--- config.mk ---
export PLATFORM = sky130hd
export DESIGN_NAME = escape_time_fractal_pixel_flat
export DESIGN_NICKNAME = d
export VERILOG_FILES = /design/src/hdl/etf_pkg.sv /design/src/hdl/etf_if.sv /design/src/hdl/escape_time_fractal_pixel.sv /design/src/flat_wrapper.sv
export SDC_FILE = /design/constraint.sdc
export NUM_CORES = 2
export LEC_CHECK = 0
export ABC_CLOCK_PERIOD_IN_PS = 19200
export BUFFER_PORTS_ARGS = -buffer_cell sky130_fd_sc_hd__buf_2
export CORE_UTILIZATION = 55
export CTS_BUF_LIST = sky130_fd_sc_hd__clkbuf_8
export DETAILED_ROUTE_END_ITERATION = 6
export GPL_ROUTABILITY_DRIVEN = 0
export HOLD_SLACK_MARGIN = 0.1
export PLACE_DENSITY_LB_ADDON = 0.3
export SLEW_MARGIN = 20
export SYNTH_ARGS = -nofsm -noshare
export SYNTH_HDL_FRONTEND = slang
export SYNTH_SLANG_ARGS = --single-unit
--- constraint.sdc ---
create_clock -name clk -period 19.2 [get_ports clk]
set_input_delay 5.76 -clock clk [delete_from_list [all_inputs] [get_ports clk]]
set_output_delay 5.76 -clock clk [all_outputs]
set_load 0.02 [all_outputs]
--- src/hdl/etf_pkg.sv ---
// ----------------------------------------------------------------------------
// etf_pkg: escape-time fractal pixel package
// Number format, register map, reset values and the small helper functions
// shared by the interfaces, the pixel engine and its checker.
// ----------------------------------------------------------------------------
package etf_pkg;

	// Number format: signed Q(32-FRAC_BITS).FRAC_BITS in 32 bits
	localparam int FRAC_BITS  = 26;
	localparam int MAX_ITER   = 1023;
	localparam int PIXEL_BITS = 12;

	localparam int CAP_W   = 10;
	localparam int COUNT_W = 11;
	localparam int COLOR_W = 4;
	localparam int WORD_W  = 15;
	localparam int CFG_W   = 32;
	localparam int CFG_IDX_W = 3;
	localparam int STEP_W  = 31;
	localparam int BLACK_W = 10;

	// Escape when |z|^2 > 4, compared on the unshifted square sum
	localparam logic [63:0] ESC_LIMIT = 64'd4 << (2 * FRAC_BITS);

	localparam int COLOR_WRAP = 15;
	localparam int WORD_SCALE = 1111;

	localparam logic signed [63:0] S32_MAX = 64'sd2147483647;
	localparam logic signed [63:0] S32_MIN = -64'sd2147483648;

	// Configuration register map
	typedef enum logic [CFG_IDX_W-1:0] {
		REG_MODE     = 3'd0,
		REG_JULIA_RE = 3'd1,
		REG_JULIA_IM = 3'd2,
		REG_MIN_RE   = 3'd3,
		REG_MAX_IM   = 3'd4,
		REG_STEP_RE  = 3'd5,
		REG_STEP_IM  = 3'd6,
		REG_BLACK    = 3'd7
	} cfg_reg_t;

	// Reset values
	localparam logic                    RST_MODE     = 1'b0;
	localparam logic signed [CFG_W-1:0] RST_JULIA_RE = -32'sd49660559;
	localparam logic signed [CFG_W-1:0] RST_JULIA_IM = 32'sd6710886;
	localparam logic signed [CFG_W-1:0] RST_MIN_RE   = -32'sd134217728;
	localparam logic signed [CFG_W-1:0] RST_MAX_IM   = 32'sd67108864;
	localparam logic [STEP_W-1:0]       RST_STEP_RE  = 31'd419430;
	localparam logic [STEP_W-1:0]       RST_STEP_IM  = 31'd279620;
	localparam logic [BLACK_W-1:0]      RST_BLACK    = 10'd300;

	// Clamp a 64-bit signed value into the signed 32-bit range
	function automatic logic signed [31:0] sat32(input logic signed [63:0] v);
		logic signed [31:0] r;
		if (v > S32_MAX) begin
			r = S32_MAX[31:0];
		end else if (v < S32_MIN) begin
			r = S32_MIN[31:0];
		end else begin
			r = v[31:0];
		end
		return r;
	endfunction

	// Palette index before the black test: counts above the wrap value fold
	// modulo 15, using the nibble digit sum (16 is 1 mod 15).
	function automatic logic [COLOR_W-1:0] color_of(input logic [COUNT_W-1:0] k);
		logic [5:0] s;
		logic [5:0] r;
		s = 6'(k[3:0]) + 6'(k[7:4]) + 6'(k[10:8]);
		if (s >= 6'(2 * COLOR_WRAP)) begin
			r = s - 6'(2 * COLOR_WRAP);
		end else if (s >= 6'(COLOR_WRAP)) begin
			r = s - 6'(COLOR_WRAP);
		end else begin
			r = s;
		end
		if (k > COUNT_W'(COLOR_WRAP)) begin
			return r[COLOR_W-1:0];
		end
		return k[COLOR_W-1:0];
	endfunction

endpackage

--- src/hdl/etf_if.sv ---
// ----------------------------------------------------------------------------
// etf_if: pixel request and pixel result channels
// Valid/ready channels; one item moves per transfer.
// ----------------------------------------------------------------------------
interface etf_in_if #(
	parameter int PIXEL_BITS = etf_pkg::PIXEL_BITS
) ();
	logic                         valid;
	logic                         ready;
	logic [PIXEL_BITS-1:0]        pixel_x;
	logic [PIXEL_BITS-1:0]        pixel_y;
	logic [etf_pkg::CAP_W-1:0]    iteration_cap;

	modport source (output valid, output pixel_x, output pixel_y, output iteration_cap,
		input ready);
	modport sink (input valid, input pixel_x, input pixel_y, input iteration_cap,
		output ready);
endinterface

interface etf_out_if #(
	parameter int PIXEL_BITS = etf_pkg::PIXEL_BITS
) ();
	logic                         valid;
	logic                         ready;
	logic [PIXEL_BITS-1:0]        out_x;
	logic [PIXEL_BITS-1:0]        out_y;
	logic [etf_pkg::COUNT_W-1:0]  escape_count;
	logic [etf_pkg::COLOR_W-1:0]  color_index;
	logic [etf_pkg::WORD_W-1:0]   pixel_word;

	modport source (output valid, output out_x, output out_y, output escape_count,
		output color_index, output pixel_word, input ready);
	modport sink (input valid, input out_x, input out_y, input escape_count,
		input color_index, input pixel_word, output ready);
endinterface

--- src/hdl/escape_time_fractal_pixel.sv ---
// ----------------------------------------------------------------------------
// escape_time_fractal_pixel: Mandelbrot / Julia escape-time pixel engine
// Maps a pixel to the complex plane, iterates z = z^2 + c in signed fixed
// point on one shared 32x32 multiplier and reports the escape count and color.
// ----------------------------------------------------------------------------
// Throughput: one pixel at a time; a new pixel is taken only after the last result
//   is loaded into the output register. The single shared multiplier takes
//   three products per iteration and a fourth step folds them into the new z.
// Reset: arst_n clears the sequencer and output valid and loads the
//   configuration registers with their defaults.
// ----------------------------------------------------------------------------
module escape_time_fractal_pixel #(
	parameter int PIXEL_BITS = etf_pkg::PIXEL_BITS
) (
	input  logic                           clk,
	input  logic                           arst_n,
	input  logic                           cfg_we,
	input  logic [etf_pkg::CFG_IDX_W-1:0]  cfg_index,
	input  logic [etf_pkg::CFG_W-1:0]      cfg_data,
	etf_in_if.sink                         pix_in,
	etf_out_if.source                      pix_out
);

	// Sequencer: three mapping steps, then four steps per iteration
	typedef enum logic [3:0] {
		S_IDLE,
		S_MAP_RE,   // multiply pixel_x by step_re
		S_MAP_IM,   // place real coordinate, multiply pixel_y by step_im
		S_MAP_END,  // place imaginary coordinate
		S_SQ_X,     // multiply zr*zr
		S_SQ_Y,     // hold xx, multiply zi*zi
		S_CROSS,    // hold yy, escape test, multiply zr*zi
		S_UPDATE,   // form the new z from xx, yy, xy
		S_FINISH    // color and load the output register
	} state_t;

	state_t state_q;

	// Configuration registers
	logic                                mode_q;
	logic signed [etf_pkg::CFG_W-1:0]    julia_re_q;
	logic signed [etf_pkg::CFG_W-1:0]    julia_im_q;
	logic signed [etf_pkg::CFG_W-1:0]    min_re_q;
	logic signed [etf_pkg::CFG_W-1:0]    max_im_q;
	logic [etf_pkg::STEP_W-1:0]          step_re_q;
	logic [etf_pkg::STEP_W-1:0]          step_im_q;
	logic [etf_pkg::BLACK_W-1:0]         black_q;

	// Working registers
	logic [PIXEL_BITS-1:0]               px_q;
	logic [PIXEL_BITS-1:0]               py_q;
	logic [etf_pkg::CAP_W-1:0]           cap_q;
	logic [etf_pkg::CAP_W-1:0]           k_q;
	logic                                first_q;
	logic [etf_pkg::COUNT_W-1:0]         count_q;
	logic signed [31:0]                  zr_q;
	logic signed [31:0]                  zi_q;
	logic signed [31:0]                  cr_q;
	logic signed [31:0]                  ci_q;
	logic signed [63:0]                  prod_q;
	logic signed [63:0]                  xx_q;
	logic signed [63:0]                  yy_q;

	// Output register
	logic                                out_valid_q;
	logic [PIXEL_BITS-1:0]               out_x_q;
	logic [PIXEL_BITS-1:0]               out_y_q;
	logic [etf_pkg::COUNT_W-1:0]         out_count_q;
	logic [etf_pkg::COLOR_W-1:0]         out_color_q;
	logic [etf_pkg::WORD_W-1:0]          out_word_q;

	// Shared multiplier and the logic around it
	logic signed [31:0]                  mul_a;
	logic signed [31:0]                  mul_b;
	logic signed [63:0]                  mul_p;
	logic signed [63:0]                  map_re_sum;
	logic signed [63:0]                  map_im_sum;
	logic signed [31:0]                  pre_sat;
	logic signed [31:0]                  pim_sat;
	logic signed [63:0]                  re_diff;
	logic signed [63:0]                  re_sh;
	logic signed [63:0]                  im_sh;
	logic signed [31:0]                  nr_sat;
	logic signed [31:0]                  ni_sat;
	logic [63:0]                         mag;
	logic                                esc;
	logic                                in_xfer;
	logic                                out_load;
	logic [etf_pkg::COLOR_W-1:0]         color_mod;
	logic [etf_pkg::COLOR_W-1:0]         color;

	assign in_xfer  = pix_in.valid && pix_in.ready;
	assign out_load = (state_q == S_FINISH) && (!out_valid_q || pix_out.ready);

	// Pick the multiplier operands for this step
	always_comb begin
		case (state_q)
			S_MAP_RE: begin
				mul_a = 32'(px_q);
				mul_b = 32'(step_re_q);
			end
			S_MAP_IM: begin
				mul_a = 32'(py_q);
				mul_b = 32'(step_im_q);
			end
			S_SQ_X: begin
				mul_a = zr_q;
				mul_b = zr_q;
			end
			S_SQ_Y: begin
				mul_a = zi_q;
				mul_b = zi_q;
			end
			S_CROSS: begin
				mul_a = zr_q;
				mul_b = zi_q;
			end
			default: begin
				mul_a = '0;
				mul_b = '0;
			end
		endcase
	end

	assign mul_p = mul_a * mul_b;

	// Plane mapping: column moves right from min_re, row moves down from max_im
	assign map_re_sum = 64'(min_re_q) + prod_q;
	assign map_im_sum = 64'(max_im_q) - prod_q;
	assign pre_sat    = etf_pkg::sat32(map_re_sum);
	assign pim_sat    = etf_pkg::sat32(map_im_sum);

	// z^2 + c: the arithmetic shifts round toward minus infinity; the cross
	// term shifts one less to take the factor of two
	assign re_diff = xx_q - yy_q;
	assign re_sh   = re_diff >>> etf_pkg::FRAC_BITS;
	assign im_sh   = prod_q >>> (etf_pkg::FRAC_BITS - 1);
	assign nr_sat  = etf_pkg::sat32(re_sh + 64'(cr_q));
	assign ni_sat  = etf_pkg::sat32(im_sh + 64'(ci_q));

	// |z|^2 of the current z; the squares double as the next iteration's
	assign mag = 64'(xx_q) + 64'(prod_q);
	assign esc = mag > etf_pkg::ESC_LIMIT;

	// Counts at or above the black limit drop to palette index 0
	assign color_mod = etf_pkg::color_of(count_q);
	assign color     = (count_q >= etf_pkg::COUNT_W'(black_q)) ? '0 : color_mod;

	// Configuration writes
	always_ff @(posedge clk or negedge arst_n) begin
		if (!arst_n) begin
			mode_q     <= etf_pkg::RST_MODE;
			julia_re_q <= etf_pkg::RST_JULIA_RE;
			julia_im_q <= etf_pkg::RST_JULIA_IM;
			min_re_q   <= etf_pkg::RST_MIN_RE;
			max_im_q   <= etf_pkg::RST_MAX_IM;
			step_re_q  <= etf_pkg::RST_STEP_RE;
			step_im_q  <= etf_pkg::RST_STEP_IM;
			black_q    <= etf_pkg::RST_BLACK;
		end else if (cfg_we) begin
			case (etf_pkg::cfg_reg_t'(cfg_index))
				etf_pkg::REG_MODE:     mode_q     <= cfg_data[0];
				etf_pkg::REG_JULIA_RE: julia_re_q <= cfg_data;
				etf_pkg::REG_JULIA_IM: julia_im_q <= cfg_data;
				etf_pkg::REG_MIN_RE:   min_re_q   <= cfg_data;
				etf_pkg::REG_MAX_IM:   max_im_q   <= cfg_data;
				etf_pkg::REG_STEP_RE:  step_re_q  <= cfg_data[etf_pkg::STEP_W-1:0];
				etf_pkg::REG_STEP_IM:  step_im_q  <= cfg_data[etf_pkg::STEP_W-1:0];
				etf_pkg::REG_BLACK:    black_q    <= cfg_data[etf_pkg::BLACK_W-1:0];
				default: ;
			endcase
		end
	end

	// Sequencer state, iteration counter and output valid
	always_ff @(posedge clk or negedge arst_n) begin
		if (!arst_n) begin
			state_q     <= S_IDLE;
			k_q         <= '0;
			first_q     <= 1'b0;
			out_valid_q <= 1'b0;
		end else begin
			if (out_load) begin
				out_valid_q <= 1'b1;
			end else if (pix_out.ready) begin
				out_valid_q <= 1'b0;
			end
			case (state_q)
				S_IDLE: begin
					if (in_xfer) begin
						state_q <= S_MAP_RE;
					end
				end
				S_MAP_RE:  state_q <= S_MAP_IM;
				S_MAP_IM:  state_q <= S_MAP_END;
				S_MAP_END: begin
					k_q     <= '0;
					first_q <= 1'b1;
					state_q <= S_SQ_X;
				end
				S_SQ_X:    state_q <= S_SQ_Y;
				S_SQ_Y:    state_q <= S_CROSS;
				S_CROSS: begin
					// The start point is never tested; after that, stop on
					// escape or once the last allowed iteration is done
					if (first_q) begin
						first_q <= 1'b0;
						state_q <= S_UPDATE;
					end else if (esc || (k_q == cap_q)) begin
						state_q <= S_FINISH;
					end else begin
						k_q     <= k_q + 1'b1;
						state_q <= S_UPDATE;
					end
				end
				S_UPDATE:  state_q <= S_SQ_X;
				S_FINISH: begin
					if (out_load) begin
						state_q <= S_IDLE;
					end
				end
				default:   state_q <= S_IDLE;
			endcase
		end
	end

	// Datapath registers
	always_ff @(posedge clk) begin
		prod_q <= mul_p;
		case (state_q)
			S_IDLE: begin
				if (in_xfer) begin
					px_q <= pix_in.pixel_x;
					py_q <= pix_in.pixel_y;
					if (int'(pix_in.iteration_cap) > etf_pkg::MAX_ITER) begin
						cap_q <= etf_pkg::CAP_W'(etf_pkg::MAX_ITER);
					end else begin
						cap_q <= pix_in.iteration_cap;
					end
				end
			end
			S_MAP_IM: begin
				// Julia starts z at the point; Mandelbrot uses it as c
				if (mode_q) begin
					zr_q <= pre_sat;
					cr_q <= julia_re_q;
				end else begin
					zr_q <= '0;
					cr_q <= pre_sat;
				end
			end
			S_MAP_END: begin
				if (mode_q) begin
					zi_q <= pim_sat;
					ci_q <= julia_im_q;
				end else begin
					zi_q <= '0;
					ci_q <= pim_sat;
				end
			end
			S_SQ_Y: xx_q <= prod_q;
			S_CROSS: begin
				yy_q <= prod_q;
				if (esc) begin
					count_q <= etf_pkg::COUNT_W'(k_q);
				end else begin
					count_q <= etf_pkg::COUNT_W'(cap_q) + 1'b1;
				end
			end
			S_UPDATE: begin
				zr_q <= nr_sat;
				zi_q <= ni_sat;
			end
			S_FINISH: begin
				if (out_load) begin
					out_x_q     <= px_q;
					out_y_q     <= py_q;
					out_count_q <= count_q;
					out_color_q <= color;
					out_word_q  <= etf_pkg::WORD_W'(color) *
						etf_pkg::WORD_W'(etf_pkg::WORD_SCALE);
				end
			end
			default: ;
		endcase
	end

	// Accept a new pixel only while the sequencer is idle
	assign pix_in.ready = (state_q == S_IDLE);

	assign pix_out.valid        = out_valid_q;
	assign pix_out.out_x        = out_x_q;
	assign pix_out.out_y        = out_y_q;
	assign pix_out.escape_count = out_count_q;
	assign pix_out.color_index  = out_color_q;
	assign pix_out.pixel_word   = out_word_q;

endmodule

--- src/flat_wrapper.sv ---
// flat-port wrapper written by rule: the top's interface ports become plain ports
module escape_time_fractal_pixel_flat 
#(
	parameter int PIXEL_BITS = etf_pkg::PIXEL_BITS
)
  (clk, arst_n, cfg_we, cfg_index, cfg_data, pix_in_valid, pix_in_pixel_x, pix_in_pixel_y, pix_in_iteration_cap, pix_in_ready, pix_out_valid, pix_out_out_x, pix_out_out_y, pix_out_escape_count, pix_out_color_index, pix_out_pixel_word, pix_out_ready);
  etf_in_if #(.PIXEL_BITS(PIXEL_BITS)) pix_in_i ();
  etf_out_if #(.PIXEL_BITS(PIXEL_BITS)) pix_out_i ();
  input  logic clk;
  input  logic arst_n;
  input  logic cfg_we;
  input  logic [etf_pkg::CFG_IDX_W-1:0] cfg_index;
  input  logic [etf_pkg::CFG_W-1:0] cfg_data;
  input wire logic [$bits(pix_in_i.valid)-1:0] pix_in_valid;
  input wire logic [$bits(pix_in_i.pixel_x)-1:0] pix_in_pixel_x;
  input wire logic [$bits(pix_in_i.pixel_y)-1:0] pix_in_pixel_y;
  input wire logic [$bits(pix_in_i.iteration_cap)-1:0] pix_in_iteration_cap;
  output wire logic [$bits(pix_in_i.ready)-1:0] pix_in_ready;
  output wire logic [$bits(pix_out_i.valid)-1:0] pix_out_valid;
  output wire logic [$bits(pix_out_i.out_x)-1:0] pix_out_out_x;
  output wire logic [$bits(pix_out_i.out_y)-1:0] pix_out_out_y;
  output wire logic [$bits(pix_out_i.escape_count)-1:0] pix_out_escape_count;
  output wire logic [$bits(pix_out_i.color_index)-1:0] pix_out_color_index;
  output wire logic [$bits(pix_out_i.pixel_word)-1:0] pix_out_pixel_word;
  input wire logic [$bits(pix_out_i.ready)-1:0] pix_out_ready;
  assign pix_in_i.valid = pix_in_valid;
  assign pix_in_i.pixel_x = pix_in_pixel_x;
  assign pix_in_i.pixel_y = pix_in_pixel_y;
  assign pix_in_i.iteration_cap = pix_in_iteration_cap;
  assign pix_in_ready = pix_in_i.ready;
  assign pix_out_valid = pix_out_i.valid;
  assign pix_out_out_x = pix_out_i.out_x;
  assign pix_out_out_y = pix_out_i.out_y;
  assign pix_out_escape_count = pix_out_i.escape_count;
  assign pix_out_color_index = pix_out_i.color_index;
  assign pix_out_pixel_word = pix_out_i.pixel_word;
  assign pix_out_i.ready = pix_out_ready;
  escape_time_fractal_pixel #(.PIXEL_BITS(PIXEL_BITS)) u_core (.clk(clk), .arst_n(arst_n), .cfg_we(cfg_we), .cfg_index(cfg_index), .cfg_data(cfg_data), .pix_in(pix_in_i), .pix_out(pix_out_i));
endmodule
-- After elaboration in Yosys (flattened, before gate mapping)
Cells that the tools add are included.
- add/sub/neg operators: 12
- multipliers: 2
- div/mod/pow operators: 0
- $lt $le $gt $ge: 13
- equality and inequality tests: 20
- shifts and indexed selects: 0
- mux-type cells: 34
- bitwise gates (word level): 0
- reduce and logical (&&, ||, !) cells: 26
- operator list (operator ; number):
    $mux 32 ; 12
    $gt 64x32->1 const B ; 4
    $lt 64x32->1 const B ; 4
    $pmux 32 s4 ; 2
    $pmux 32 s2 ; 2
    $add 32x64->64 ; 1
    $add 64x64->64 ; 1
    $gt 64x55->1 const B ; 1
    $mul 32x32->64 ; 1
    $sub 32x64->64 ; 1
    $sub 64x64->64 ; 1
    $add 39x32->40 ; 1
    $add 38x32->39 ; 1
    $mux 4 ; 9
    $pmux 4 s8 ; 1
    $mux 10 ; 3
    $reduce_and 2->1 ; 11
    $pmux 10 s2 ; 1
    $eq 4x3->1 const B ; 4
    $mul 4x11->15 const B ; 1
    $eq 3x3->1 const B ; 4
    $add 10x1->11 const B ; 1
    $ge 11x10->1 ; 1
    $gt 11x4->1 const B ; 1
    24 further kinds ; 38
- bits in registers: 636
- latch bits: 0
- bits in writable memories: 0
- memory bits (read-only): 0
- output and inout bits: 56
- logic and storage cells: 136
- memories kept: 0

-- Longest topological paths before layout
- depth after elaboration: 9
- gate-level depth with buffers: 42
- gate-level depth less buffers: 38

-- Least setup slack after synthesis
Ideal clock, no wire load.
- path type: flip-flop to flip-flop
- from: register u_core.state_q[1]
- to: register u_core.prod_q[61]
- arrival time: 11.071 ns
- required time: 19.094 ns
- slack: 8.023 ns
- stages on the path, launching flop included: 35
- buffers on the path: 5
- clock period less this slack: 11.177 ns
- cells stage by stage: dfrtp_1 clkbuf_1 nand2b_1 nor2_1 clkbuf_1 clkbuf_1 a22oi_1 clkbuf_1 nor2_1 fa_1 fa_1 inv_1 fa_1 fa_1 inv_1 fa_1 fa_1 fa_1 fa_1 ha_1 clkbuf_1 a21o_1 a21oi_1 nor2b_1 o41ai_1 o21ai_0 a21oi_1 a21oi_1 o21ai_0 a31oi_1 o21a_1 nor2_1 o311a_1 a21oi_1 o311ai_0
- cells in the longest elaborated chain, start to end: 4
- RTL lines (element ; RTL line ; text):
    start: declaration ; escape_time_fractal_pixel.sv:37 ; state_t state_q;
    start signal: assignment ; escape_time_fractal_pixel.sv:178 ; state_q <= S_IDLE;
    start signal: assignment ; escape_time_fractal_pixel.sv:191 ; state_q <= S_MAP_RE;
    start signal: assignment ; escape_time_fractal_pixel.sv:194 ; S_MAP_RE: state_q <= S_MAP_IM;
    $eq 4x3->1 ; escape_time_fractal_pixel.sv:97 ; case (state_q)
    $reduce_or 2->1 (no source line) ; n/a ;
    $pmux 32 s4 ; escape_time_fractal_pixel.sv:97 ;
    $mul 32x32->64 * ; escape_time_fractal_pixel.sv:125 ; assign mul_p = mul_a * mul_b;
    net u_core.mul_p[61] ; escape_time_fractal_pixel.sv:75 ; logic signed [63:0] mul_p;
    end signal: assignment ; escape_time_fractal_pixel.sv:229 ; prod_q <= mul_p;
    end: declaration ; escape_time_fractal_pixel.sv:60 ; logic signed [63:0] prod_q;
Mark *: on every way through the listed nets, which the timed path passes. The rest lies on a longest branch.
A chain may end at the register's enable or synchronous reset.

-- Worst setup path in the final report
- from: register u_core.state_q[3]
- to: register u_core.prod_q[62]
The elaborated chain is that of the path after synthesis.

==> summary.md <==
| Metric | Value |
|---|---|
| Status | complete, but fails checks |
| Violated checks | design-rule violations |
| Worst slack at placement | 7.55 ns |
| Area growth syn-to-layout | 6.08% |
| CTS buffer count | 107 |
| Syn. warnings | 0 |
| Max incr delay on CP | 0.73 ns |
| Total grt overflow | 0 |
| Synth Instances | 8447 |
| Drt initial violations | 7010 |
| Area of the core | 0.142 mm² |
| Crit Path Max Fanout | 53 |
| Tot GR Track Use | 35.2% |
| Slowest cell on crit path | o31ai_1 |
| Mux cell area share after synthesis | 3.01% |
| R2R cell count | 39 |
| Worst hold path class | flop to flop |
| Post-CTS Setup Inserts | 0 |
| Antenna Violating Nets Remaining | 0 |
| CP delay by family, top | adder cells |
| Worst hold margin | 0.505 ns |
| Unique cell type count in the Yosys netlist | 117 |
| Least-Margin Pin Slew | 1.21 ns |
| Setup TNS | 0 ns |
| CTS max path bufs | 3 |
| CP Data Required Time | 19.94 ns |
| Cells on Worst Hold Path | 2 |
| CP Capture Type | flop |
| DRC violations left | 9 |
| Synth Area in XOR/XNOR | 3.64% |
| Die Height | 381 µm |
| Setup CP Type | flop to flop |
| Cell area after synthesis | 0.0791 mm² |
| DRT Pass-1 Iters | 7 |
| Pin count of the biggest net entering global routing | 77 |
| IO buf count | 129 |
| Seq/Total Area, Yosys | 22.0% |
| Critical Path Stages | 39 |
| Fillers | 12129 |
| Maximum clock frequency | 83.4 MHz |
| Avg WL per Cell | 24.3 µm |
| Vias/cell | 6.21 |
| Hold Fails Final Rpt | 0 |
| Root buf cell | clkbuf_8 |
| Crit share post-route | 62.5% |
| Post-cts resize count | 0 |
| # IOs | 130 |
| Vias in the first global route | 65482 |
| Syn Area/Cell | 9.36 µm² |
| Setup crit start kind | flop |
| Most frequent cells in the layout | 1259 x inv_1, 1095 x fa_1, 939 x nand2_1 |
| Final Skew | 0.0685 ns |
| Layout Nets | 10159 |
| Most common cell after layout, fill and taps aside | inv_1 |
| Final setup fails | 0 |
| Worst Path Buf+Inv | 8 |
| Synth Area in Simple Gates | 14.1% |
| Max Slew Vio Count | 0 |
| Post-route setup slack | 7.20 ns |
| Layout cells sized above 1 | 9.29% |
| Min cycle time layout | 12.00 ns |
| Post-Syn Nets | 10162 |
| Starting Density | 55.7% |
| EDFF count, synth | 354 |
| RSZ-0062 raised after global routing | no |
| Via count | 64795 |
| Ys flop type | edfxtp_1 |
| Total wire length | 253000 µm |
| Detailed Place HPWL | 198000 µm |
| Hold-fix buffers at CTS | 0 |
| First-pass GRT wire length | 388000 µm |
| Row count | 138 |
| Worst path arrival time | 12.74 ns |
| Die ar. | 0.145 mm² |
| Worst-path clk slew | 0.06 ns |
| Slew headroom | 19.1% |
| Ys async rst share | 34.2% |
| Seq cells post-synth | 635 |
| CTS Sinks | 635 |
| Max cap viols | 0 |
| Synth Area in Compound Gates | 13.2% |
| Initial antenna violation count | 14 |
| Most used cell, CP | fa_1 |
| Synth Area in Adders | 36.3% |
| Clk_lat worst skew | 0.83 ns |
| Die width | 381 µm |
| CTS tree | done |
| Largest family of logic cells by synthesized area | adder cells |
| # H-tree levels | 3 |
==> routing by layer <==
metal / track usage (%) / vias up / part of all wire, %
met2: 53.0 / 3798 / 43
met4: 23.3 / 12 / 8.2
li1: - / 28055 / -
met5: 0 / - / 0.030
met1: 44.1 / 31952 / 36
met3: 10.2 / 978 / 12
==> sequential cells by signal (all words and copies together), names as in the netlist, 15 cells and up <==
name                       flops
u_core.prod_q                 64
u_core.xx_q                   64
u_core.yy_q                   64
u_core.ci_q                   32
u_core.cr_q                   32
u_core.julia_im_q             32
u_core.julia_re_q             32
u_core.max_im_q               32
u_core.min_re_q               32
u_core.zi_q                   32
u_core.zr_q                   32
u_core.step_im_q              31
u_core.step_re_q              31
u_core.pix_out.pixel_word     15
==> layout make-up <==
cell class | instances | area, µm² | share of cell area, %
tap | 1890 | 2360 | 2.82
sequential | 635 | 17400 | 20.8
timing repair buffer | 257 | 1620 | 1.93
inverter | 1229 | 4610 | 5.50
clock inverter | 86 | 577 | 0.687
clock buffer | 117 | 1610 | 1.92
multi-input combinational | 6214 | 55700 | 66.4
antenna | 2 | 5.00 | 0.00596
==> worst paths after layout <==
| check | start | end | slack [ns] |
|---|---|---|---|
| hold reg to reg | u_core.julia_im_q[18]$_DFFE_PN1P_ | u_core.julia_im_q[18]$_DFFE_PN1P_ | 0.51 |
| setup / recovery | u_core.state_q[3]$_DFFE_PN0P_ | u_core.prod_q[62]$_DFF_P_ | 7.20 |
| setup reg to reg | u_core.state_q[3]$_DFFE_PN0P_ | u_core.prod_q[62]$_DFF_P_ | 7.20 |
| min in group asynchronous | arst_n | u_core.k_q[1]$_DFFE_PN0P_ | 4.90 |
| max in group asynchronous | arst_n | u_core.step_im_q[17]$_DFFE_PN0P_ | 12.06 |
| hold / removal | u_core.julia_im_q[18]$_DFFE_PN1P_ | u_core.julia_im_q[18]$_DFFE_PN1P_ | 0.51 |
==> cell usage after synthesis, drive strengths merged, types with 50 or more instances <==
cell / n / area share, %
buf: 62 / 0.43
a22oi: 73 / 0.69
ha: 546 / 8.6
nand3: 139 / 0.90
nand2: 941 / 4.5
and2: 63 / 0.50
clkbuf: 307 / 1.5
nand4: 93 / 0.74
a21oi: 439 / 2.8
mux2: 196 / 2.8
inv: 1228 / 5.8
o21a: 84 / 0.80
fa: 1095 / 28
a21o: 214 / 2.0
o21ai: 293 / 1.9
nor2b: 79 / 0.62
edfxtp: 354 / 13
nor2: 791 / 3.8
o211ai: 69 / 0.86
nor3: 89 / 0.57
dfxtp: 64 / 1.6
dfstp: 55 / 1.8
dfrtp: 162 / 5.1
xnor2: 200 / 2.2
nand2b: 62 / 0.49
xor2: 129 / 1.4
a31oi: 50 / 0.40
==> metrics by stage <==
| step | instance area, µm² | util, % | std cells |
|---|---|---|---|
| finish | 83900 | 59.1 | 10430 |
| global route | 83900 | 59.0 | 10429 |
| CTS | 83900 | 59.0 | 10428 |
| detailed placement | 81700 | 57.5 | 10225 |
| global placement | 81700 | 57.5 | 10225 |
| floorplan | 79100 | - | 8447 |
==> cells by family (layout without fill, tap and decap cells) <==
kind of cell,Yosys count,in the layout
XOR/XNOR,329,329
AO/OA/AOI/OAI,1556,1556
buffers and inverters,1598,1689
flip-flops,635,635
other,0,2
AND/OR/NAND/NOR,2476,2476
multiplexers,212,212
adder cells (fa/ha/maj),1641,1641
==> worst min-delay path, cell delays in order (launching register included) <==
cell     delay (ns)
dfstp_2        0.36
inv_1          0.06
o21ai_0        0.08
Power is not shown: default switching activity piles up to over one toggle a cycle in this logic, so the estimate is an artifact.
